--- src/sv/assert_macros.svh ---
// assertion macros used by the rtl
// no dependencies; included by pq_lookup_distance_scan.sv, the one file that checks its own logic
`ifndef ASSERT_MACROS_SVH
`define ASSERT_MACROS_SVH

// same-cycle implication, checked outside reset
`define PQDS_ASSERT_IMPL(label, clk, rst, ante, cons) \
   label: assert property (@(posedge clk) disable iff (rst) (ante) |-> (cons)) \
      else $error("same-cycle check failed");

// next-cycle implication, checked outside reset
`define PQDS_ASSERT_NEXT(label, clk, rst, ante, cons) \
   label: assert property (@(posedge clk) disable iff (rst) (ante) |=> (cons)) \
      else $error("next-cycle check failed");

`endif

--- src/sv/pqds_pkg.sv ---
// shared constants, codes and types of the pq distance scan
// no dependencies; imported by every module of the block
package pqds_pkg;

   localparam int SUBQUANTIZERS = 32;
   localparam int FRACTION_BITS = 12;

   localparam int CODE_W   = 6;
   localparam int CODEBOOK = 64;
   localparam int ADDR_W   = 11;
   localparam int BANK_W   = ADDR_W - CODE_W;
   localparam int VALUE_W  = 16;
   localparam int OFFSET_W = 24;
   localparam int SCALE_W  = 16;
   localparam int NORM_W   = 8;
   localparam int CODES_W  = 64;
   localparam int SCORE_W  = 32;
   localparam int PROD_W   = SCALE_W + NORM_W;

   // adder tree shape: groups of four per registered level
   localparam int GROUP = 4;
   localparam int G1    = (SUBQUANTIZERS + GROUP - 1) / GROUP;
   localparam int G2    = (G1 + GROUP - 1) / GROUP;
   localparam int P1_W  = VALUE_W + 2;
   localparam int P2_W  = P1_W + 2;
   localparam int SUM_W = ((P2_W > OFFSET_W) ? P2_W : OFFSET_W) + 2;

   // command codes
   localparam logic CMD_WRITE = 1'b0;
   localparam logic CMD_SCORE = 1'b1;

   // register indexes
   localparam int CSR_IDX_W = 1;
   localparam logic [CSR_IDX_W-1:0] CSR_SCORE_OFFSET = 1'b0;
   localparam logic [CSR_IDX_W-1:0] CSR_NORM_SCALE   = 1'b1;

   typedef logic signed [VALUE_W-1:0] lane_value_type;

   typedef struct packed {
      logic                wr_en;
      logic [CODE_W-1:0]   wr_addr;
      lane_value_type      wr_data;
      logic                rd_en;
      logic [CODE_W-1:0]   rd_addr;
   } lane_ctl_type;

endpackage

--- src/sv/pqds_lane.sv ---
// one lane: the 64-entry table bank of one subquantizer with registered read
// depends on pqds_pkg
module pqds_lane (
   input  logic                   clock,
   input  pqds_pkg::lane_ctl_type ctl,
   output pqds_pkg::lane_value_type rd_data
);
   import pqds_pkg::*;

   lane_value_type mem [CODEBOOK];
   lane_value_type rd_data_ff;

   always_ff @(posedge clock) begin
      if (ctl.wr_en) begin
         mem[ctl.wr_addr] <= ctl.wr_data;
      end
      if (ctl.rd_en) begin
         rd_data_ff <= mem[ctl.rd_addr];
      end
   end

   assign rd_data = rd_data_ff;

endmodule

--- config.mk ---
export PLATFORM = sky130hd
export DESIGN_NAME = pqds_lane
export DESIGN_NICKNAME = d
export VERILOG_FILES = /design/src/sv/assert_macros.svh /design/src/sv/pqds_pkg.sv /design/src/sv/pqds_lane.sv
export SDC_FILE = /design/constraint.sdc
export NUM_CORES = 1
export LEC_CHECK = 0
export BUFFER_PORTS_ARGS = -buffer_cell sky130_fd_sc_hd__clkbuf_2
export CAP_MARGIN = 40
export CORE_UTILIZATION = 66
export CTS_BUF_LIST = sky130_fd_sc_hd__clkbuf_8
export DETAILED_ROUTE_END_ITERATION = 16
export HOLD_SLACK_MARGIN = 0.03
export PLACE_DENSITY = 0.83
export RECOVER_POWER = 50
export SETUP_SLACK_MARGIN = 0.3
export SLEW_MARGIN = 25
export SYNTH_ARGS = -nofsm -noshare
export SYNTH_HDL_FRONTEND = slang
export SYNTH_SLANG_ARGS = --single-unit
--- constraint.sdc ---
create_clock -name clock -period 4 [get_ports clock]
set_input_delay 0.6 -clock clock [delete_from_list [all_inputs] [get_ports clock]]
set_output_delay 0.6 -clock clock [all_outputs]
set_load 0.02 [all_outputs]
After elaboration in Yosys (flattened, before gate mapping)
Memories as Yosys holds them, arrays and structs flattened. A register that Yosys moved wholly into a read port is not among the register bits. Index checks and enable logic that the tools add are counted.

Bits in latches: 0. Memory bits (read-only): 0. Memory bits (writable): 1024. Bits in registers: 0. Word-level logic and storage cells: 3. Memories: 1.

Memory list: mem (words 64, width 16, read ports 1, clocked after memory_dff 1, wr ports 1, line pqds_lane.sv:10) `lane_value_type mem [CODEBOOK];`.

$mul: 0. Muxes and demuxes: 2. Add/sub/neg operators: 0. Eq/ne operators: 0. Shift-type cells: 0. Bitwise operators: 0. Div/mod/pow operators: 0. Order comparisons: 0. Reduce and logical (&&, ||, !) cells: 0.

Operators with widths (number): $mux W1 (2).

Longest topological paths before layout
Depth in word-level cells: 2. Gate-level depth with buffers: 10. Gate-level depth less buffers: 5.

Worst setup path before layout
No wires, ideal clock.

Path type: input to register. Start point: in ctl[26] (netlist bit). End point: mem mem[48][0] (netlist bit), enable pin. Stages on the path: 4. Arrival: 2226 ps. Buffers on the path: 1. Library setup time: 409 ps. Slack: 1365 ps. Path through: clkbuf_1 > nor2b_1 > nand4b_1 > nor3_1.

RTL lines: start, declared (line pqds_lane.sv:5) `input pqds_pkg::lane_ctl_type ctl,`; end, declared (line pqds_lane.sv:10).

No word-level cell before the write port.

Worst setup path after layout
Start point: in ctl[17] (netlist bit). End point: mem mem[33][10] (netlist bit) (data pin).

No word-level cell before the write port.

==> impl_results.md <==
* Status: finished, violations left
* Failing checks: capacitance limit, slew limit
* Hold Crit Start: ctl[10]
* CTS tree: done
* Yosys reg bits at 1040
* DP Wirelength at 57900 um
* Clock tree sinks at roughly 1000
* ANT nets after route at 0
* Reg2Reg Setup Slack at ~1700 ps
* CP max stage cell: clkbuf_1
* Nets at approximately 2100
* Fin. Hold Viols at 0
* Layout cell share with drive strength beyond 1 at about 27%
* Crit-path max cell delay at around 1500 ps
* CP Buf/Inv Count at 2
* Most frequent cells in the layout: 1040 x edfxtp_1, 220 x mux4_2, 159 x clkbuf_8
* Resized Gates After CTS at 0
* Critical Path Source Type: input port
* Die W at 249 um
* Clock root buffer: clkbuf_8
* RR Startpoint: mem[31][2]
* Clock power share at about 37%
* Max Freq at between 300 and 400 MHz
* Die area at 61900 um2
* Netlist Area Pre-Place at slightly above 40000 um2
* H-tree depth at 4
* Pleak at about 14 nW
* Worst reg2reg path depth at 5
* Initial DRC Count at 2692
* Worst ir drop on vdd at 375 uV
* Place WS at between 400 and 500 ps
* Fin util at around three quarters
* Core area at 60200 um2
* Reg clk slew, reported paths at ~60 ps
* Final worst setup slack at 1050 ps
* Fillers at between 3000 and 4000
* Number of setup buffers added after CTS at 0
* Worst path cell trace: clkbuf_1 -> clkbuf_1
* Hold depth at 1
* Top cell by count, worst path: clkbuf_1
* Slew at the pin closest to its max-slew limit at just over 3000 ps
* Slew Limit Fails at 768
* Drt pass-1 iters at 6
* WS Path Type: input port to flop
* Initial antenna violation count at 6
* Post-layout minimum cycle time at 2950 ps
* Largest net degree at the start of global routing at 65
* Net Count, Synth at between 1500 and 2000
* Switching share of power at around 22%
* Critical Path End Type: flop
* Num rows at 90
* Max Cap Violations at 20
* Congestion Overflow GR at 0
* Worst-Skew Late Latency at roughly 800 ps
* Tightest Hold Check Type: input port to flop
* CP Max Fanout at 40
* Period utilization at between 70% and 80%
* Residual DRC at 0
* Sequential-to-total area share from yosys stat at between 70% and 80%
* Starting Density at 66.7%
* R2R Path End: rd_data[2]
* I/O Buffers at 46
* Yosys warns at 0
* Hold Path Sink: mem[61][3]
* IO Count at 47
* Total CTS buffers at 154
* Top_reg_cell synth: edfxtp_1
* Routed via count at 20256
* DIE HEIGHT at 249 um
* Synthesized area per cell at 22.0 um2
* CTS Hold Bufs at 0
* P per Cell Area at between 400 and 500 nW/um2
* Critical Path Source: ctl[17]
* P&R area growth vs syn at 10.6%
* Commonest non-fill, non-tap cell in the layout: edfxtp_1
* Skew final at ~42 ps
* Synth Instances at 1829
* Data arrival, critical path at approximately 3300 ps
* Sequential power share at 58.0%
* Worst slew margin at -106%
* Setup TNS at 0 ps
* Async SR Flop Fraction at 0%
* Global-route wire length before repair at between 100000 and 150000 um
* Int Pwr at 16.3 mW
* Final setup fails at 0
* Max Buffers Root-to-Sink at 3
* WL final at 94200 um
* Yosys cell types at 42
* Worst EP required at 4300 ps
* Drt via density at between 6 and 7
* Overall Global Routing Usage at 31.3%
* Switching power total at ~4.6 mW
* Routability cong. at 0.893
* Vias in the first global route at just over 20000
* Combinational share of power at approximately 5.4%
* CP top delay family: buffers and inverters
* EDFF count, synth at 1040
* Avg WL per Cell at 31.8 um
* RSZ-0062 raised after global routing: no
power by group through the flow:
stage          clock network [mW]  registers, mW  logic (mW)
2_1_floorplan                   0           12.4       0.625
3_3_place_gp                    0           12.3        1.08
3_5_place_dp                    0           12.4        1.12
4_1_cts                      7.73           12.1        1.13
5_1_grt                      8.19           12.1        1.17
6_report                     7.65           12.1        1.12
per-stage QoR:
step	power, mW	hold slack [ps]	cells	area (um2)
2_1_floorplan	13.0	699	1829	40200
3_3_place_gp	13.4	946	2675	41800
3_5_place_dp	13.5	964	2681	41900
4_1_cts	21.0	208	2955	44600
5_1_grt	21.5	244	2959	44500
6_report	20.9	296	2960	44500
synthesized netlist by cell type (4+ instances only):
cell type | count | area (um2)
a21oi_1 | 17 | 85.1
a211oi_1 | 8 | 60.1
a41oi_1 | 5 | 43.8
clkbuf_1 | 24 | 90.1
mux4_1 | 4 | 105
mux4_2 | 220 | 4950
nor2b_1 | 30 | 188
nor2_1 | 72 | 270
nand2_1 | 59 | 221
a311oi_1 | 8 | 70.1
a22oi_1 | 39 | 293
mux2_2 | 27 | 304
a31oi_1 | 8 | 50.1
buf_12 | 5 | 100
a221oi_1 | 16 | 140
buf_4 | 13 | 97.6
and4_1 | 5 | 43.8
a211o_1 | 8 | 70.1
o21ai_0 | 5 | 25.0
mux2i_1 | 85 | 851
a221o_1 | 6 | 60.1
a22o_1 | 6 | 52.6
edfxtp_1 | 1040 | 31200
nand4_1 | 12 | 75.1
buf_6 | 17 | 191
buf_2 | 36 | 180
nand3_1 | 24 | 120
per-layer routing:
layer	vias to the layer above	GRT usage (%)	share of wire, %	wire length [um]
met5	-	0	0.048	45
met4	6	13.7	4.1	3880
met3	235	8.52	12	11600
met2	1482	48.4	48	45400
met1	10353	42.8	35	33300
li1	8180	-	-	-
kinds of logic after synthesis:
| logic type | synth area share [%] |
|---|---|
| DFF | 77.7 |
| muxes | 15.5 |
| AOI/OAI and AO/OA | 2.40 |
| and+or+nand+nor | 2.64 |
| buffers and inverters | 1.82 |
layout make-up:
type | instances | area [um2] | share of cell area, %
multi-input cells | 685 | 8260 | 18.6
well taps | 782 | 978 | 2.20
diodes | 2 | 5.00 | 0.0113
clock buffers | 158 | 2170 | 4.89
repair buffers | 177 | 1280 | 2.87
flip-flops and latches | 1040 | 31200 | 70.2
clock inverters | 116 | 543 | 1.22
state kept, by name (all words and copies together) (netlist names):
signal,cells
mem,1024
rd_data,16
worst max-delay path by stage:
stage	endpoint	slack (ps)	depth (start not counted)
2_1_floorplan	mem[48][0]	1370	4
3_3_place_gp	rd_data[5]	480	8
3_5_place_dp	rd_data[5]	430	8
4_1_cts	rd_data[5]	1270	8
5_1_grt	mem[54][4]	1020	3
6_report	mem[33][10]	1050	2
(Power assumes the default switching activity.)
