[config.mk]
export PLATFORM = sky130hd
export DESIGN_NAME = pqds_merge
export DESIGN_NICKNAME = d
export VERILOG_FILES = /design/src/sv/assert_macros.svh /design/src/sv/pqds_pkg.sv /design/src/sv/pqds_merge.sv
export SDC_FILE = /design/constraint.sdc
export NUM_CORES = 1
export LEC_CHECK = 0
export BUFFER_PORTS_ARGS = -buffer_cell sky130_fd_sc_hd__buf_2
export CAP_MARGIN = 10
export CORE_MARGIN = 1.5
export CORE_UTILIZATION = 45
export CTS_CLUSTER_DIAMETER = 120
export CTS_CLUSTER_SIZE = 16
export DETAILED_ROUTE_END_ITERATION = 8
export HOLD_SLACK_MARGIN = 0.02
export PLACE_DENSITY = 0.68
export SETUP_SLACK_MARGIN = 0.2
export SLEW_MARGIN = 20
export SYNTH_ARGS = -nofsm -noshare
export SYNTH_HDL_FRONTEND = slang
export SYNTH_SLANG_ARGS = --single-unit
[constraint.sdc]
create_clock -name clock -period 14.6 [get_ports clock]
set_clock_uncertainty 0.2 [all_clocks]
set_input_delay 1.46 -clock clock [delete_from_list [all_inputs] [get_ports clock]]
set_output_delay 1.46 -clock clock [all_outputs]
set_load 0.01 [all_outputs]
[src/sv/assert_macros.svh]
// assertion macros used by the rtl
// no dependencies; included by pq_lookup_distance_scan.sv, the one file that checks its own logic
`ifndef ASSERT_MACROS_SVH
`define ASSERT_MACROS_SVH

// same-cycle implication, checked outside reset
`define PQDS_ASSERT_IMPL(label, clk, rst, ante, cons) \
   label: assert property (@(posedge clk) disable iff (rst) (ante) |-> (cons)) \
      else $error("same-cycle check failed");

// next-cycle implication, checked outside reset
`define PQDS_ASSERT_NEXT(label, clk, rst, ante, cons) \
   label: assert property (@(posedge clk) disable iff (rst) (ante) |=> (cons)) \
      else $error("next-cycle check failed");

`endif

[src/sv/pqds_pkg.sv]
// shared constants, codes and types of the pq distance scan
// no dependencies; imported by every module of the block
package pqds_pkg;

   localparam int SUBQUANTIZERS = 32;
   localparam int FRACTION_BITS = 12;

   localparam int CODE_W   = 6;
   localparam int CODEBOOK = 64;
   localparam int ADDR_W   = 11;
   localparam int BANK_W   = ADDR_W - CODE_W;
   localparam int VALUE_W  = 16;
   localparam int OFFSET_W = 24;
   localparam int SCALE_W  = 16;
   localparam int NORM_W   = 8;
   localparam int CODES_W  = 64;
   localparam int SCORE_W  = 32;
   localparam int PROD_W   = SCALE_W + NORM_W;

   // adder tree shape: groups of four per registered level
   localparam int GROUP = 4;
   localparam int G1    = (SUBQUANTIZERS + GROUP - 1) / GROUP;
   localparam int G2    = (G1 + GROUP - 1) / GROUP;
   localparam int P1_W  = VALUE_W + 2;
   localparam int P2_W  = P1_W + 2;
   localparam int SUM_W = ((P2_W > OFFSET_W) ? P2_W : OFFSET_W) + 2;

   // command codes
   localparam logic CMD_WRITE = 1'b0;
   localparam logic CMD_SCORE = 1'b1;

   // register indexes
   localparam int CSR_IDX_W = 1;
   localparam logic [CSR_IDX_W-1:0] CSR_SCORE_OFFSET = 1'b0;
   localparam logic [CSR_IDX_W-1:0] CSR_NORM_SCALE   = 1'b1;

   typedef logic signed [VALUE_W-1:0] lane_value_type;

   typedef struct packed {
      logic                wr_en;
      logic [CODE_W-1:0]   wr_addr;
      lane_value_type      wr_data;
      logic                rd_en;
      logic [CODE_W-1:0]   rd_addr;
   } lane_ctl_type;

endpackage

[src/sv/pqds_merge.sv]
// merging stage: registered adder tree over the lane values plus offset and norm term
// depends on pqds_pkg
module pqds_merge (
   input  logic                                    clock,
   input  logic                                    reset,
   input  logic                                    s1_valid,
   output logic                                    s1_ready,
   input  pqds_pkg::lane_value_type                lane_data [pqds_pkg::SUBQUANTIZERS],
   input  logic signed [pqds_pkg::PROD_W-1:0]      prod,
   input  logic signed [pqds_pkg::OFFSET_W-1:0]    offset,
   output logic                                    rsp_valid,
   input  logic                                    rsp_ready,
   output logic signed [pqds_pkg::SCORE_W-1:0]     rsp_score
);
   import pqds_pkg::*;

   logic v2_ff, v3_ff, rsp_valid_ff;
   logic s2_en, s3_en, out_en;

   logic signed [P1_W-1:0]  p1_in [G1];
   logic signed [P1_W-1:0]  p1_ff [G1];
   logic signed [P2_W-1:0]  p2_in [G2];
   logic signed [P2_W-1:0]  p2_ff [G2];
   logic signed [SUM_W-1:0] base_in, base_ff, base2_ff;
   logic signed [SUM_W-1:0] total_in;
   logic signed [PROD_W-1:0] prod_sh;
   logic signed [SCORE_W-1:0] score_ff;

   // bubbles collapse: a stage loads when it is empty or its successor moves
   assign out_en   = !rsp_valid_ff || rsp_ready;
   assign s3_en    = !v3_ff || out_en;
   assign s2_en    = !v2_ff || s3_en;
   assign s1_ready = s2_en;

   assign prod_sh = prod >>> FRACTION_BITS;
   assign base_in = SUM_W'(offset) + SUM_W'(prod_sh);

   always_comb begin
      for (int g = 0; g < G1; g++) begin
         p1_in[g] = '0;
         for (int k = 0; k < GROUP; k++) begin
            if (g * GROUP + k < SUBQUANTIZERS) begin
               p1_in[g] = p1_in[g] + P1_W'(lane_data[g * GROUP + k]);
            end
         end
      end
   end

   always_comb begin
      for (int g = 0; g < G2; g++) begin
         p2_in[g] = '0;
         for (int k = 0; k < GROUP; k++) begin
            if (g * GROUP + k < G1) begin
               p2_in[g] = p2_in[g] + P2_W'(p1_ff[g * GROUP + k]);
            end
         end
      end
   end

   always_comb begin
      total_in = base2_ff;
      for (int g = 0; g < G2; g++) begin
         total_in = total_in + SUM_W'(p2_ff[g]);
      end
   end

   always_ff @(posedge clock) begin
      if (reset) begin
         v2_ff        <= 1'b0;
         v3_ff        <= 1'b0;
         rsp_valid_ff <= 1'b0;
      end else begin
         if (s2_en) begin
            v2_ff <= s1_valid;
         end
         if (s3_en) begin
            v3_ff <= v2_ff;
         end
         if (out_en) begin
            rsp_valid_ff <= v3_ff;
         end
      end
   end

   always_ff @(posedge clock) begin
      if (s2_en) begin
         p1_ff   <= p1_in;
         base_ff <= base_in;
      end
      if (s3_en) begin
         p2_ff    <= p2_in;
         base2_ff <= base_ff;
      end
      if (out_en) begin
         // the sum range lies well inside 32 bits, so the resize to SCORE_W loses nothing
         score_ff <= SCORE_W'(total_in);
      end
   end

   assign rsp_valid = rsp_valid_ff;
   assign rsp_score = score_ff;

endmodule

**After elaboration in Yosys (flattened, before gate mapping)**

Index checks and enable logic that the tools add are counted.

- Reduce and logical (&&, ||, !) cells: 6
- $add $sub $neg: 33

Operators with widths:

| cell | count |
|---|---|
| $add A17 B16 Y18 | 8 |
| $add A18 B16 Y18 | 8 |
| $add A16 B16 Y17 | 8 |
| $add A26 B20 Y26 | 2 |
| $add A19 B18 Y20 | 2 |
| $add A20 B18 Y20 | 2 |
| $add A18 B18 Y19 | 2 |
| $add A24 B12 Y25 | 1 |
| $logic_not A1 Y1 | 3 |
| $logic_or A1 B1 Y1 | 3 |

- Input bits: 564
- Register bits after elaboration: 265
- Output and inout port bits: 34
- Logic and storage cells: 55

**Logic depth before layout (Yosys ltp)**

Gate-level depths: netlist of run 1.

- Depth after elaboration: 4
- Gate-level depth with buffers: 14
- Gate-level depth less buffers: 14

**Worst setup path before layout of run 1**

No wires, ideal clock.

- Path type: input -> output
- From: input port rsp_ready
- To: output port s1_ready
- Stages: 3
- Arrival: 5303 ps
- Data required time: 12940 ps
- Path buffers: 0
- Setup slack: 7637 ps
- Path through: nor2b_1 and2_1 nand2_1

- Longest elaborated chain between the ends: 3

Ends and longest elaborated chain:

| what | RTL line | source |
|---|---|---|
| from (decl) | pqds_merge.sv:12 | `input logic rsp_ready,` |
| $logic_or A1 B1 Y1 | pqds_merge.sv:30 | `assign out_en = !rsp_valid_ff \|\| rsp_ready;` |
| $logic_or A1 B1 Y1 | pqds_merge.sv:31 | `assign s3_en = !v3_ff \|\| out_en;` |
| $logic_or A1 B1 Y1 | pqds_merge.sv:32 | `assign s2_en = !v2_ff \|\| s3_en;` |
| to (decl) | pqds_merge.sv:7 | `output logic s1_ready,` |

No other way between the ends.

==> tab_implementation.tex, run 1 <==
\begin{tabular}{lr}
\hline
Metric & Value \\
\hline
\multicolumn{2}{l}{\textbf{Global routing}} \\
\quad Initial antenna violation count & 3 \\
\quad Maximum number of pins on one net before global-route repair & 73 \\
\quad Overall global routing resource usage & 20.1\% \\
\quad First-pass GRT wire length & 99.8 mm \\
\quad Via count of the first global-routing pass & 20000 \\
\quad Total congestion overflow & 0 \\
\multicolumn{2}{l}{\textbf{Clock network}} \\
\quad Post-CTS setup buffer count & 0 \\
\quad Quantity of hold-fixing buffers added after cts & 0 \\
\quad Source-to-sink clock delay at the later pin of the worst-skew pair & 0.54 ns \\
\quad Clock buffers created by TritonCTS & 20 \\
\quad Worst-case clock buffer depth & 3 \\
\quad Clock transition at the register clock pins on the worst setup and hold paths after CTS & 0.08 ns \\
\quad TritonCTS Sinks & 263 \\
\quad TritonCTS clock tree & built \\
\quad H-tree Lvls & 1 \\
\quad Count of instances resized after the clock tree is built & 0 \\
\quad CTS Root Cell & clkbuf\_16 \\
\multicolumn{2}{l}{\textbf{Min path}} \\
\quad Hold path startpoint & base\_ff[11] \\
\quad Count of cells along the worst hold path & 0 \\
\quad Hold Crit Endpoint & base2\_ff[11] \\
\quad Class of the most critical hold timing path & flop to flop \\
\multicolumn{2}{l}{\textbf{Detailed routing}} \\
\quad Antenna-violating nets left & 0 \\
\quad Count of vias placed by the detailed router & 19800 \\
\quad Detailed-routing iteration count for the pre-antenna-repair pass & 6 \\
\quad Average wire length per cell after detail routing & 15.2 um \\
\quad Average vias per placed instance & 4.82 \\
\quad Number of DRC markers after the initial detailed-route iteration & 1012 \\
\quad WL final & 62.5 mm \\
\quad Residual DRC count & 0 \\
\multicolumn{2}{l}{\textbf{Setup path}} \\
\quad Critical Setup Path Class & input port to flop \\
\quad Category of the worst setup path launch point & input port \\
\quad Worst reg-to-reg path cell count & 12 \\
\quad Capture instance of the worst register-to-register path & p2\_ff[19] \\
\quad Reg2Reg Setup Slack & 9.83 ns \\
\quad Crit. End Element & flop \\
\quad Required time worst endpoint & 14.69 ns \\
\quad Critical Path Fanout Max & 3 \\
\quad Arr. time, crit path & 4.97 ns \\
\quad Worst R2R Start & p1\_ff[1] \\
\multicolumn{2}{l}{\textbf{Outcome}} \\
\quad Status & finished clean \\
\multicolumn{2}{l}{\textbf{Yosys}} \\
\quad Primary flip-flop cell chosen by synthesis mapping & edfxtp\_1 \\
\quad Synthesized area divided by synthesized cell count & 10.2 sq um \\
\quad Number of enable flip-flop cells after synthesis & 260 \\
\quad Post-synthesis instance total & 2714 \\
\quad Flip-flop and latch count after synthesis & 263 \\
\quad Synthesized net count & 3865 \\
\quad Count of different cell masters after synthesis & 73 \\
\quad Post-synth ARST share & 0\% \\
\quad Netlist Area Pre-Place & 27600 sq um \\
\quad Sequential fraction of the synthesis area & 28.5\% \\
\quad Number of warnings reported in the yosys synthesis log & 0 \\
\multicolumn{2}{l}{\textbf{Floorplanning}} \\
\quad Horiz. Die Dim & 251 um \\
\quad Initial standard-cell utilization of the core & 45.7\% \\
\quad \# rows & 90 \\
\quad Die Area & 62900 sq um \\
\quad Die boundary height & 251 um \\
\quad Count of boundary I/O pins & 598 \\
\quad Core Footprint & 60500 sq um \\
\multicolumn{2}{l}{\textbf{Finish}} \\
\quad Fillcell total & 5533 \\
\quad Commonest non-fill, non-tap cell in the layout & inv\_1 \\
\quad Post-synthesis to final-layout area growth & 16.0\% \\
\quad Proportion of layout cells with a drive suffix above 1 & 19.1\% \\
\quad Fin nets & 4457 \\
\quad Commonest cells after routing, fill and taps aside & 855 x inv\_1, 585 x buf\_2, 365 x fa\_1, 260 x edfxtp\_1, 222 x ha\_1 \\
\quad Final Instance Area & 32000 sq um \\
\multicolumn{2}{l}{\textbf{STA}} \\
\quad Worst Max-Slew Pin Slew & 0.943 ns \\
\quad Setup-failing EPs final & 0 \\
\quad Remaining max-slew budget at the tightest pin & 36.6\% \\
\quad Top achievable clock speed & 205 MHz \\
\quad Min cycle time layout & 4.88 ns \\
\quad Number of hold violations in the final report & 0 \\
\quad Final-layout setup total negative slack & 0 ns \\
\quad RSZ-0062 raised after global routing & false \\
\quad Part of the cycle the worst path needs & 33.4\% \\
\quad Max-slew violation count & 0 \\
\multicolumn{2}{l}{\textbf{Placed design}} \\
\quad Routability cong. & 0.885 \\
\quad Placed cell area & 31500 sq um \\
\quad Final HPWL DP & 54.8 mm \\
\quad Number of buffer cells added on primary ports & 585 \\
\multicolumn{2}{l}{\textbf{Flow run}} \\
\quad Max-cap violation count & 0 \\
\hline
\end{tabular}
[critical path, stage by stage]
cell and delay (ns):
buf_2 0.11, fa_1 0.57, fa_1 0.42, ha_1 0.24, fa_1 0.48, a21o_1 0.18
a21oi_1 0.28, o211ai_1 0.28, a311oi_1 0.53, o31ai_1 0.16, a21oi_1 0.19, xnor2_1 0.07
[state kept, by name (all words and copies together) (netlist names)]
| signal | flops |
|---|---|
| v3_ff | 1 |
| p1_ff | 144 |
| rsp_score | 26 |
| p2_ff | 40 |
| v2_ff | 1 |
| base2_ff | 25 |
| rsp_valid | 1 |
| base_ff | 25 |
[final cells by class]
cell class                 count  area, sq um  area share, %
antenna                        3         7.51         0.0234
clock buffer                  29          534           1.67
clock inverter                 2         27.5         0.0859
inverter                     856         3210           10.0
multi-input combinational   1577        16500           51.4
sequential                   263         7870           24.6
tap                          782          978           3.05
timing repair buffer         588         2950           9.21
[logic make-up after synthesis]
kind of cell             count (synthesis)  share of synthesized area (%)
multiplexers                             2                         0.0725
buffers and inverters                  874                           12.0
XOR/XNOR                               190                           6.02
adder cells (fa/ha/maj)                587                           36.5
AND/OR/NAND/NOR                        303                           5.29
flip-flops                             263                           28.5
AO/OA/AOI/OAI                          495                           11.7
[synthesized netlist by cell type, types with 5 or more instances]
cell       count  share of area [%]
a2111oi_0      7               0.22
a211o_1        7               0.22
a211oi_1      13               0.35
a21boi_0       8               0.22
a21o_1        71                1.9
a21oi_1      158                2.9
a31oi_1       17               0.38
and2_1        12               0.27
and3_1         6               0.14
and4_1         5               0.16
buf_4          6               0.16
clkbuf_1      10               0.14
edfxtp_1     260                 28
fa_1         365                 26
ha_1         222                 10
inv_1        856                 12
nand2_1       64               0.87
nand2b_1      27               0.61
nand3_1       25               0.45
nand4_1       12               0.27
nor2_1        96                1.3
nor2b_1       10               0.23
nor3_1        24               0.43
o211ai_1      12               0.33
o21a_1        24               0.65
o21ai_0       80                1.4
o21ai_1        8               0.14
o21bai_1      28               0.76
o2bb2ai_1      6               0.19
xnor2_1      135                4.3
xor2_1        55                1.7
[per-layer routing]
metal | track usage [%] | vias up | wire (um)
li1 | - | 9777 | -
met1 | 27.9 | 9443 | 28300
met2 | 33.9 | 463 | 30000
met3 | 2.51 | 72 | 3050
met4 | 4.10 | 2 | 1130
met5 | 0 | - | 17
[per-stage QoR]
stage / util, % / instances / hold slack (ns) / setup WS (ns)
2_1_floorplan: - / 2714 / 0.200 / 7.64
3_5_place_dp: 52.1 / 4066 / 0.205 / 9.24
5_1_grt: 53.0 / 4099 / 0.226 / 9.55
6_report: 53.0 / 4100 / 0.220 / 9.72
3_3_place_gp: 52.1 / 4066 / 0.202 / 9.25
4_1_cts: 53.0 / 4097 / 0.220 / 9.79
[how the worst max path moves through the flow]
stage                         startpoint         to  slack, ns
after detailed placement  lane_data[129]  p1_ff[53]       9.24
final                     lane_data[129]  p1_ff[53]       9.72
after global placement    lane_data[129]  p1_ff[53]       9.25
after floorplan                rsp_ready   s1_ready       7.64
after CTS                 lane_data[129]  p1_ff[53]       9.79
after global routing      lane_data[129]  p1_ff[53]       9.55
Power of run 1 is not shown: default switching activity piles up to over one toggle a cycle in this logic, so the estimate is an artifact.
==> run 2, diff against run 1 <==
--- a/config.mk
+++ b/config.mk
@@ -13,7 +13,7 @@
 export CTS_CLUSTER_SIZE = 16
 export DETAILED_ROUTE_END_ITERATION = 8
 export HOLD_SLACK_MARGIN = 0.02
-export PLACE_DENSITY = 0.68
+export PLACE_DENSITY = 0.71
 export SETUP_SLACK_MARGIN = 0.2
 export SLEW_MARGIN = 20
 export SYNTH_ARGS = -nofsm -noshare
==> constraint.sdc (replaced) <==
create_clock -name clock -period 4 [get_ports clock]
set_clock_uncertainty 0.2 [all_clocks]
set_input_delay 0.4 -clock clock [delete_from_list [all_inputs] [get_ports clock]]
set_output_delay 0.4 -clock clock [all_outputs]
set_load 0.01 [all_outputs]
==> run 2 against run 1 <==
Cell count rose by 1.3%. Wire length rose by 5.6%. Utilization rose by 0.97 points. Non-clock buffer count rose by 54. First-iteration DRC count fell by 5.1%. Worst hold slack got worse by 0.17 ns. Critical path type is now flop to flop. Global-route usage rose by 1.2 points. Die area did not move. Highest routed layer unchanged. Critical endpoint is now p2_ff[39]. Sequential cell count did not move. Critical path depth rose by 2. Largest cell class unchanged. Cell area rose by 1.8%.
==> tab_implementation.tex, run 2 (synthesized netlist as in run 1, its figures left out) <==
\begin{tabular}{lr}
\hline
Metric & Value \\
\hline
\multicolumn{2}{l}{\textbf{Global routing}} \\
\quad Maximum number of pins on one net before global-route repair & 72 \\
\quad Total congestion overflow & 0 \\
\quad Overall global routing resource usage & 21.3\% \\
\quad Initial antenna violation count & 4 \\
\quad First-pass GRT wire length & 105 mm \\
\quad Via count of the first global-routing pass & 20500 \\
\multicolumn{2}{l}{\textbf{Detailed routing}} \\
\quad Average wire length per cell after detail routing & 15.9 um \\
\quad WL final & 66.0 mm \\
\quad Residual DRC count & 0 \\
\quad Number of DRC markers after the initial detailed-route iteration & 960 \\
\quad Count of vias placed by the detailed router & 20100 \\
\quad Antenna-violating nets left & 0 \\
\quad Average vias per placed instance & 4.83 \\
\quad Detailed-routing iteration count for the pre-antenna-repair pass & 5 \\
\multicolumn{2}{l}{\textbf{Floorplanning}} \\
\quad Count of boundary I/O pins & 598 \\
\quad Initial standard-cell utilization of the core & 45.7\% \\
\quad Die Area & 62900 sq um \\
\quad \# rows & 90 \\
\quad Horiz. Die Dim & 251 um \\
\quad Core Footprint & 60500 sq um \\
\quad Die boundary height & 251 um \\
\multicolumn{2}{l}{\textbf{Finish}} \\
\quad Commonest cells after routing, fill and taps aside & 851 x inv\_1, 585 x buf\_2, 362 x fa\_1, 260 x edfxtp\_1, 219 x ha\_1 \\
\quad Combined area of the multi-input logic cells & 16600 sq um \\
\quad Area taken by flip-flops and latches & 7870 sq um \\
\quad Fin nets & 4511 \\
\quad Max FFs per register & 144 \\
\quad Register with the most flip-flops & p1\_ff \\
\quad Post-synthesis to final-layout area growth & 18.1\% \\
\quad Fraction of the core area covered by cells at the end of the flow & 54.0\% \\
\quad Fillcell total & 5393 \\
\quad Post-Layout Cell Count & 4152 \\
\quad Proportion of layout cells with a drive suffix above 1 & 20.8\% \\
\quad Commonest non-fill, non-tap cell in the layout & inv\_1 \\
\multicolumn{2}{l}{\textbf{STA}} \\
\quad Final-layout setup total negative slack & 0 ns \\
\quad Remaining max-slew budget at the tightest pin & 35.3\% \\
\quad Setup-failing EPs final & 0 \\
\quad Worst Max-Slew Pin Slew & 0.969 ns \\
\quad Top achievable clock speed & 267 MHz \\
\quad Max-slew violation count & 0 \\
\quad Number of hold violations in the final report & 0 \\
\quad RSZ-0062 raised after global routing & true \\
\quad Final worst hold slack & 0.0463 ns \\
\quad Min cycle time layout & 3.75 ns \\
\quad Part of the cycle the worst path needs & 93.7\% \\
\multicolumn{2}{l}{\textbf{Clock network}} \\
\quad Source-to-sink clock delay at the later pin of the worst-skew pair & 0.54 ns \\
\quad Clock transition at the register clock pins on the worst setup and hold paths after CTS & 0.08 ns \\
\quad H-tree Lvls & 1 \\
\quad TritonCTS Sinks & 263 \\
\quad CTS Root Cell & clkbuf\_16 \\
\quad Clock buffers created by TritonCTS & 20 \\
\quad Worst-case clock buffer depth & 3 \\
\quad TritonCTS clock tree & built \\
\multicolumn{2}{l}{\textbf{Placed design}} \\
\quad Number of buffer cells added on primary ports & 585 \\
\quad Routability cong. & 0.878 \\
\quad Final HPWL DP & 57.4 mm \\
\quad DP Cell Count & 4102 \\
\multicolumn{2}{l}{\textbf{Min path}} \\
\quad Count of cells along the worst hold path & 2 \\
\quad Class of the most critical hold timing path & input port to flop \\
\multicolumn{2}{l}{\textbf{Setup path}} \\
\quad Worst reg-to-reg path cell count & 14 \\
\quad Crit-path leading delay family & adder cells \\
\quad Critical Path Fanout Max & 3 \\
\quad Critical Setup Path Class & flop to flop \\
\quad Master of the slowest instance on the critical path & fa\_1 \\
\quad Instance count on the critical path & 14 \\
\quad Arr. time, crit path & 3.86 ns \\
\quad Number of buffer and inverter instances along the worst setup path & 3 \\
\quad Category of the worst setup path launch point & flop \\
\quad Max stage delay on crit path & 0.54 ns \\
\quad Worst path most repeated cell & inv\_2 \\
\quad Cell chain of the critical path & inv\_2 > fa\_1 > inv\_2 > fa\_1 > ha\_4 > inv\_2 > fa\_2 > nor2b\_2 > o31a\_1 > o21bai\_2 > o21ai\_2 > o21a\_1 > o41ai\_2 > xnor2\_1 \\
\quad Crit. End Element & flop \\
\quad Required time worst endpoint & 4.11 ns \\
\multicolumn{2}{l}{\textbf{Outcome}} \\
\quad Status & finished clean \\
\multicolumn{2}{l}{\textbf{Flow run}} \\
\quad Max-cap violation count & 0 \\
\hline
\end{tabular}
==> run 2: cell count changes in the layout (fill, tap and decap cells not counted), moves of 4 or more <==
cell,previous run,this run
buf_4,3,44
dlygate4sd3_1,0,12
inv_1,855,851
inv_2,1,5
==> run 2: metal layers <==
| metal | part of all wire [%] | global-route usage (%) | up-vias |
|---|---|---|---|
| li1 | - | - | 9880 |
| met1 | 45 | 29.5 | 9658 |
| met2 | 48 | 36.5 | 470 |
| met3 | 4.3 | 2.46 | 58 |
| met4 | 1.9 | 3.81 | 2 |
| met5 | 0.011 | 0 | - |
==> run 2: area by class of cell <==
type	instances	share of cell area, %
diodes	1	0.00767
clock buffers	29	1.64
clock inverters	2	0.0844
inverters	856	9.85
multi-input cells	1577	50.9
flip-flops and latches	263	24.1
well taps	782	3.00
repair buffers	642	10.4
==> run 2: through the flow <==
step / setup WS, ns / area (sq um)
2_1_floorplan: 0.321 / 27600
3_3_place_gp: -0.126 / 31800
3_5_place_dp: -0.170 / 31800
4_1_cts: 0.141 / 32500
5_1_grt: 0.114 / 32600
6_report: 0.250 / 32600
==> run 2: path summary, 6_finish.rpt <==
| kind | from | endpoint | slack, ns |
|---|---|---|---|
| setup / recovery | p1_ff[73] | p2_ff[39] | 0.25 |
| hold / removal | offset[0] | base_ff[0] | 0.05 |
| setup reg to reg | p1_ff[73] | p2_ff[39] | 0.25 |
| hold reg to reg | base_ff[17] | base2_ff[17] | 0.21 |
==> run 2: timing repair <==
| action | 4_1_cts | 5_1_grt |
|---|---|---|
| endpoints found under the hold margin | 12 | 0 |
| buffers inserted | 2 | 4 |
| hold buffers | 12 | 0 |
| gates resized for setup | 5 | 29 |
| pin swaps | 8 | 26 |
| setup endpoints to repair | 7 | 15 |
==> run 2: worst reg2reg max path, stage by stage (launching register included) <==
cell      delay [ns]
edfxtp_1        0.34
inv_2           0.04
fa_1            0.54
inv_2           0.04
fa_1            0.54
ha_4            0.16
inv_2           0.04
fa_2            0.38
nor2b_2         0.14
o31a_1          0.21
o21bai_2        0.11
o21ai_2         0.19
o21a_1          0.19
o41ai_2         0.08
xnor2_1         0.33
Power of run 2 is left out for the same reason.
==> run 3, diff against run 2 <==
--- a/config.mk
+++ b/config.mk
@@ -7,6 +7,7 @@
 export LEC_CHECK = 0
 export BUFFER_PORTS_ARGS = -buffer_cell sky130_fd_sc_hd__buf_2
 export CAP_MARGIN = 10
+export CORE_ASPECT_RATIO = 0.9
 export CORE_MARGIN = 1.5
 export CORE_UTILIZATION = 45
 export CTS_CLUSTER_DIAMETER = 120
@@ -15,7 +16,7 @@
 export HOLD_SLACK_MARGIN = 0.02
 export PLACE_DENSITY = 0.71
 export SETUP_SLACK_MARGIN = 0.2
-export SLEW_MARGIN = 20
+export SLEW_MARGIN = 25
 export SYNTH_ARGS = -nofsm -noshare
 export SYNTH_HDL_FRONTEND = slang
 export SYNTH_SLANG_ARGS = --single-unit
==> run 3 against run 2 <==
Maximum frequency rose by 0.43%. Worst setup slack improved by 0.016 ns. Non-clock buffer count fell by 7. Critical path depth rose by 1. Largest cell class unchanged. Via count fell by 0.22%. Clock-buffer cell count did not move. Utilization rose by 0.099 points. Global-route usage fell by 0.10 points.
==> tab_implementation.tex, run 3 (synthesized netlist as in run 1, its figures left out) <==
\begin{tabular}{lr}
\hline
Metric & Value \\
\hline
\multicolumn{2}{l}{\textbf{Floorplanning}} \\
\quad Die boundary height & 238 um \\
\quad \# rows & 85 \\
\quad Core Footprint & 60300 sq um \\
\quad Count of boundary I/O pins & 598 \\
\quad Die Area & 62900 sq um \\
\quad Horiz. Die Dim & 264 um \\
\quad Initial standard-cell utilization of the core & 45.8\% \\
\multicolumn{2}{l}{\textbf{STA}} \\
\quad Top achievable clock speed & 268 MHz \\
\quad Max-slew violation count & 0 \\
\quad Setup-failing EPs final & 0 \\
\quad Min cycle time layout & 3.73 ns \\
\quad Number of hold violations in the final report & 0 \\
\quad Worst Max-Slew Pin Slew & 0.966 ns \\
\quad RSZ-0062 raised after global routing & true \\
\quad Final-layout setup total negative slack & 0 ns \\
\quad Final WS setup & 0.266 ns \\
\quad Part of the cycle the worst path needs & 93.3\% \\
\quad Remaining max-slew budget at the tightest pin & 35.5\% \\
\multicolumn{2}{l}{\textbf{Detailed routing}} \\
\quad Average vias per placed instance & 4.83 \\
\quad Average wire length per cell after detail routing & 16.0 um \\
\quad Detailed-routing iteration count for the pre-antenna-repair pass & 5 \\
\quad Residual DRC count & 0 \\
\quad Count of vias placed by the detailed router & 20000 \\
\quad WL final & 66.2 mm \\
\quad Antenna-violating nets left & 0 \\
\quad Number of DRC markers after the initial detailed-route iteration & 1124 \\
\multicolumn{2}{l}{\textbf{Finish}} \\
\quad Max FFs per register & 144 \\
\quad Commonest cells after routing, fill and taps aside & 848 x inv\_1, 585 x buf\_2, 363 x fa\_1, 260 x edfxtp\_1, 217 x ha\_1 \\
\quad Final Instance Area & 32600 sq um \\
\quad Fillcell total & 5363 \\
\quad Post-Layout Cell Count & 4148 \\
\quad Proportion of layout cells with a drive suffix above 1 & 20.9\% \\
\quad Register with the most flip-flops & p1\_ff \\
\quad Commonest non-fill, non-tap cell in the layout & inv\_1 \\
\quad Post-synthesis to final-layout area growth & 18.0\% \\
\quad Fin nets & 4504 \\
\multicolumn{2}{l}{\textbf{Setup path}} \\
\quad Category of the worst setup path launch point & flop \\
\quad Reg2Reg Setup Slack & 0.27 ns \\
\quad Worst reg-to-reg path cell count & 15 \\
\quad Worst R2R Start & p1\_ff[73] \\
\quad Required time worst endpoint & 4.09 ns \\
\quad Critical Path Fanout Max & 3 \\
\quad Crit. End Element & flop \\
\quad Capture instance of the worst register-to-register path & p2\_ff[39] \\
\quad Critical Setup Path Class & flop to flop \\
\quad Arr. time, crit path & 3.83 ns \\
\multicolumn{2}{l}{\textbf{Global routing}} \\
\quad Via count of the first global-routing pass & 20500 \\
\quad First-pass GRT wire length & 105 mm \\
\quad Total congestion overflow & 0 \\
\quad Overall global routing resource usage & 21.2\% \\
\quad Maximum number of pins on one net before global-route repair & 72 \\
\quad Initial antenna violation count & 6 \\
\multicolumn{2}{l}{\textbf{Placed design}} \\
\quad Final HPWL DP & 57.6 mm \\
\quad Placed cell area & 31700 sq um \\
\quad Routability cong. & 0.885 \\
\quad Number of buffer cells added on primary ports & 585 \\
\quad Setup Slack @ Placement & -0.156 ns \\
\quad DP Cell Count & 4097 \\
\multicolumn{2}{l}{\textbf{Clock network}} \\
\quad Clock buffers created by TritonCTS & 20 \\
\quad CTS Root Cell & clkbuf\_16 \\
\quad H-tree Lvls & 1 \\
\quad TritonCTS clock tree & built \\
\quad Source-to-sink clock delay at the later pin of the worst-skew pair & 0.55 ns \\
\quad TritonCTS Sinks & 263 \\
\quad Worst-case clock buffer depth & 3 \\
\quad Clock transition at the register clock pins on the worst setup and hold paths after CTS & 0.07 ns \\
\multicolumn{2}{l}{\textbf{Flow run}} \\
\quad Max-cap violation count & 0 \\
\multicolumn{2}{l}{\textbf{Min path}} \\
\quad Hold path startpoint & lane\_data[432] \\
\quad Class of the most critical hold timing path & input port to flop \\
\quad Count of cells along the worst hold path & 2 \\
\quad Hold Crit Endpoint & p1\_ff[108] \\
\multicolumn{2}{l}{\textbf{Outcome}} \\
\quad Status & finished clean \\
\hline
\end{tabular}
## run 3: changes by cell type in the layout (fill, tap and decap cells not counted), sizes merged
cell / delta
dlygate4sd3: -2
diode: +2
buf: -5
## run 3: metal layers
| layer | vias up | GRT usage, % | part of all wire [%] | wire length (um) |
|---|---|---|---|---|
| met5 | - | 0 | 0.020 | 13 |
| met4 | 2 | 3.50 | 1.6 | 1030 |
| met3 | 71 | 3.36 | 5.3 | 3530 |
| met2 | 472 | 35.6 | 47 | 31200 |
| met1 | 9599 | 29.5 | 46 | 30400 |
| li1 | 9880 | - | - | - |
## run 3: worst max-delay path, cell delays in order, from the launching register on
cell      delay (ns)
edfxtp_1        0.32
inv_1           0.05
fa_1            0.55
inv_2           0.04
fa_1            0.49
ha_4            0.19
inv_2           0.05
fa_2            0.21
nor2b_2         0.05
o31a_1          0.31
o21bai_4        0.16
o21ai_2         0.10
o21a_1          0.19
o41ai_2         0.30
xnor2_1         0.12
buf_4           0.16
## run 3: worst max-delay path by stage
stage / from / to / slack [ns] / depth (start not counted)
3_5_place_dp: lane_data[449] / p1_ff[137] / -0.16 / 12
4_1_cts: p1_ff[91] / p2_ff[39] / 0.13 / 15
6_report: p1_ff[73] / p2_ff[39] / 0.27 / 15
5_1_grt: p1_ff[73] / p2_ff[39] / 0.08 / 15
3_3_place_gp: lane_data[129] / p1_ff[53] / -0.14 / 12
2_1_floorplan: lane_data[257] / p1_ff[89] / 0.32 / 11
## run 3: metrics by stage
step / hold WS [ns] / util, %
3_5_place_dp: 0.205 / 52.6
4_1_cts: 0.0281 / 53.7
6_report: 0.0446 / 54.1
2_1_floorplan: 0.200 / -
5_1_grt: 0.0276 / 54.1
3_3_place_gp: 0.200 / 52.6
## run 3: layout make-up
class	count	area [sq um]	share of cell area, %
Clock buffer	29	534	1.64
Tap cell	783	980	3.01
Clock inverter	2	27.5	0.0844
Antenna cell	3	7.51	0.0230
Timing Repair Buffer	635	3330	10.2
Sequential cell	263	7870	24.1
Inverter	856	3210	9.86
Multi-Input combinational cell	1577	16600	51.0
## run 3: timing repair
| item | in CTS | in global routing |
|---|---|---|
| setup endpoints to repair | 6 | 13 |
| gates resized for setup | 4 | 36 |
| hold buffers | 10 | 0 |
| buffers inserted | 0 | 7 |
| hold endpoints to repair | 9 | 0 |
| pin swaps | 4 | 28 |
Power of run 3 is left out for the same reason.
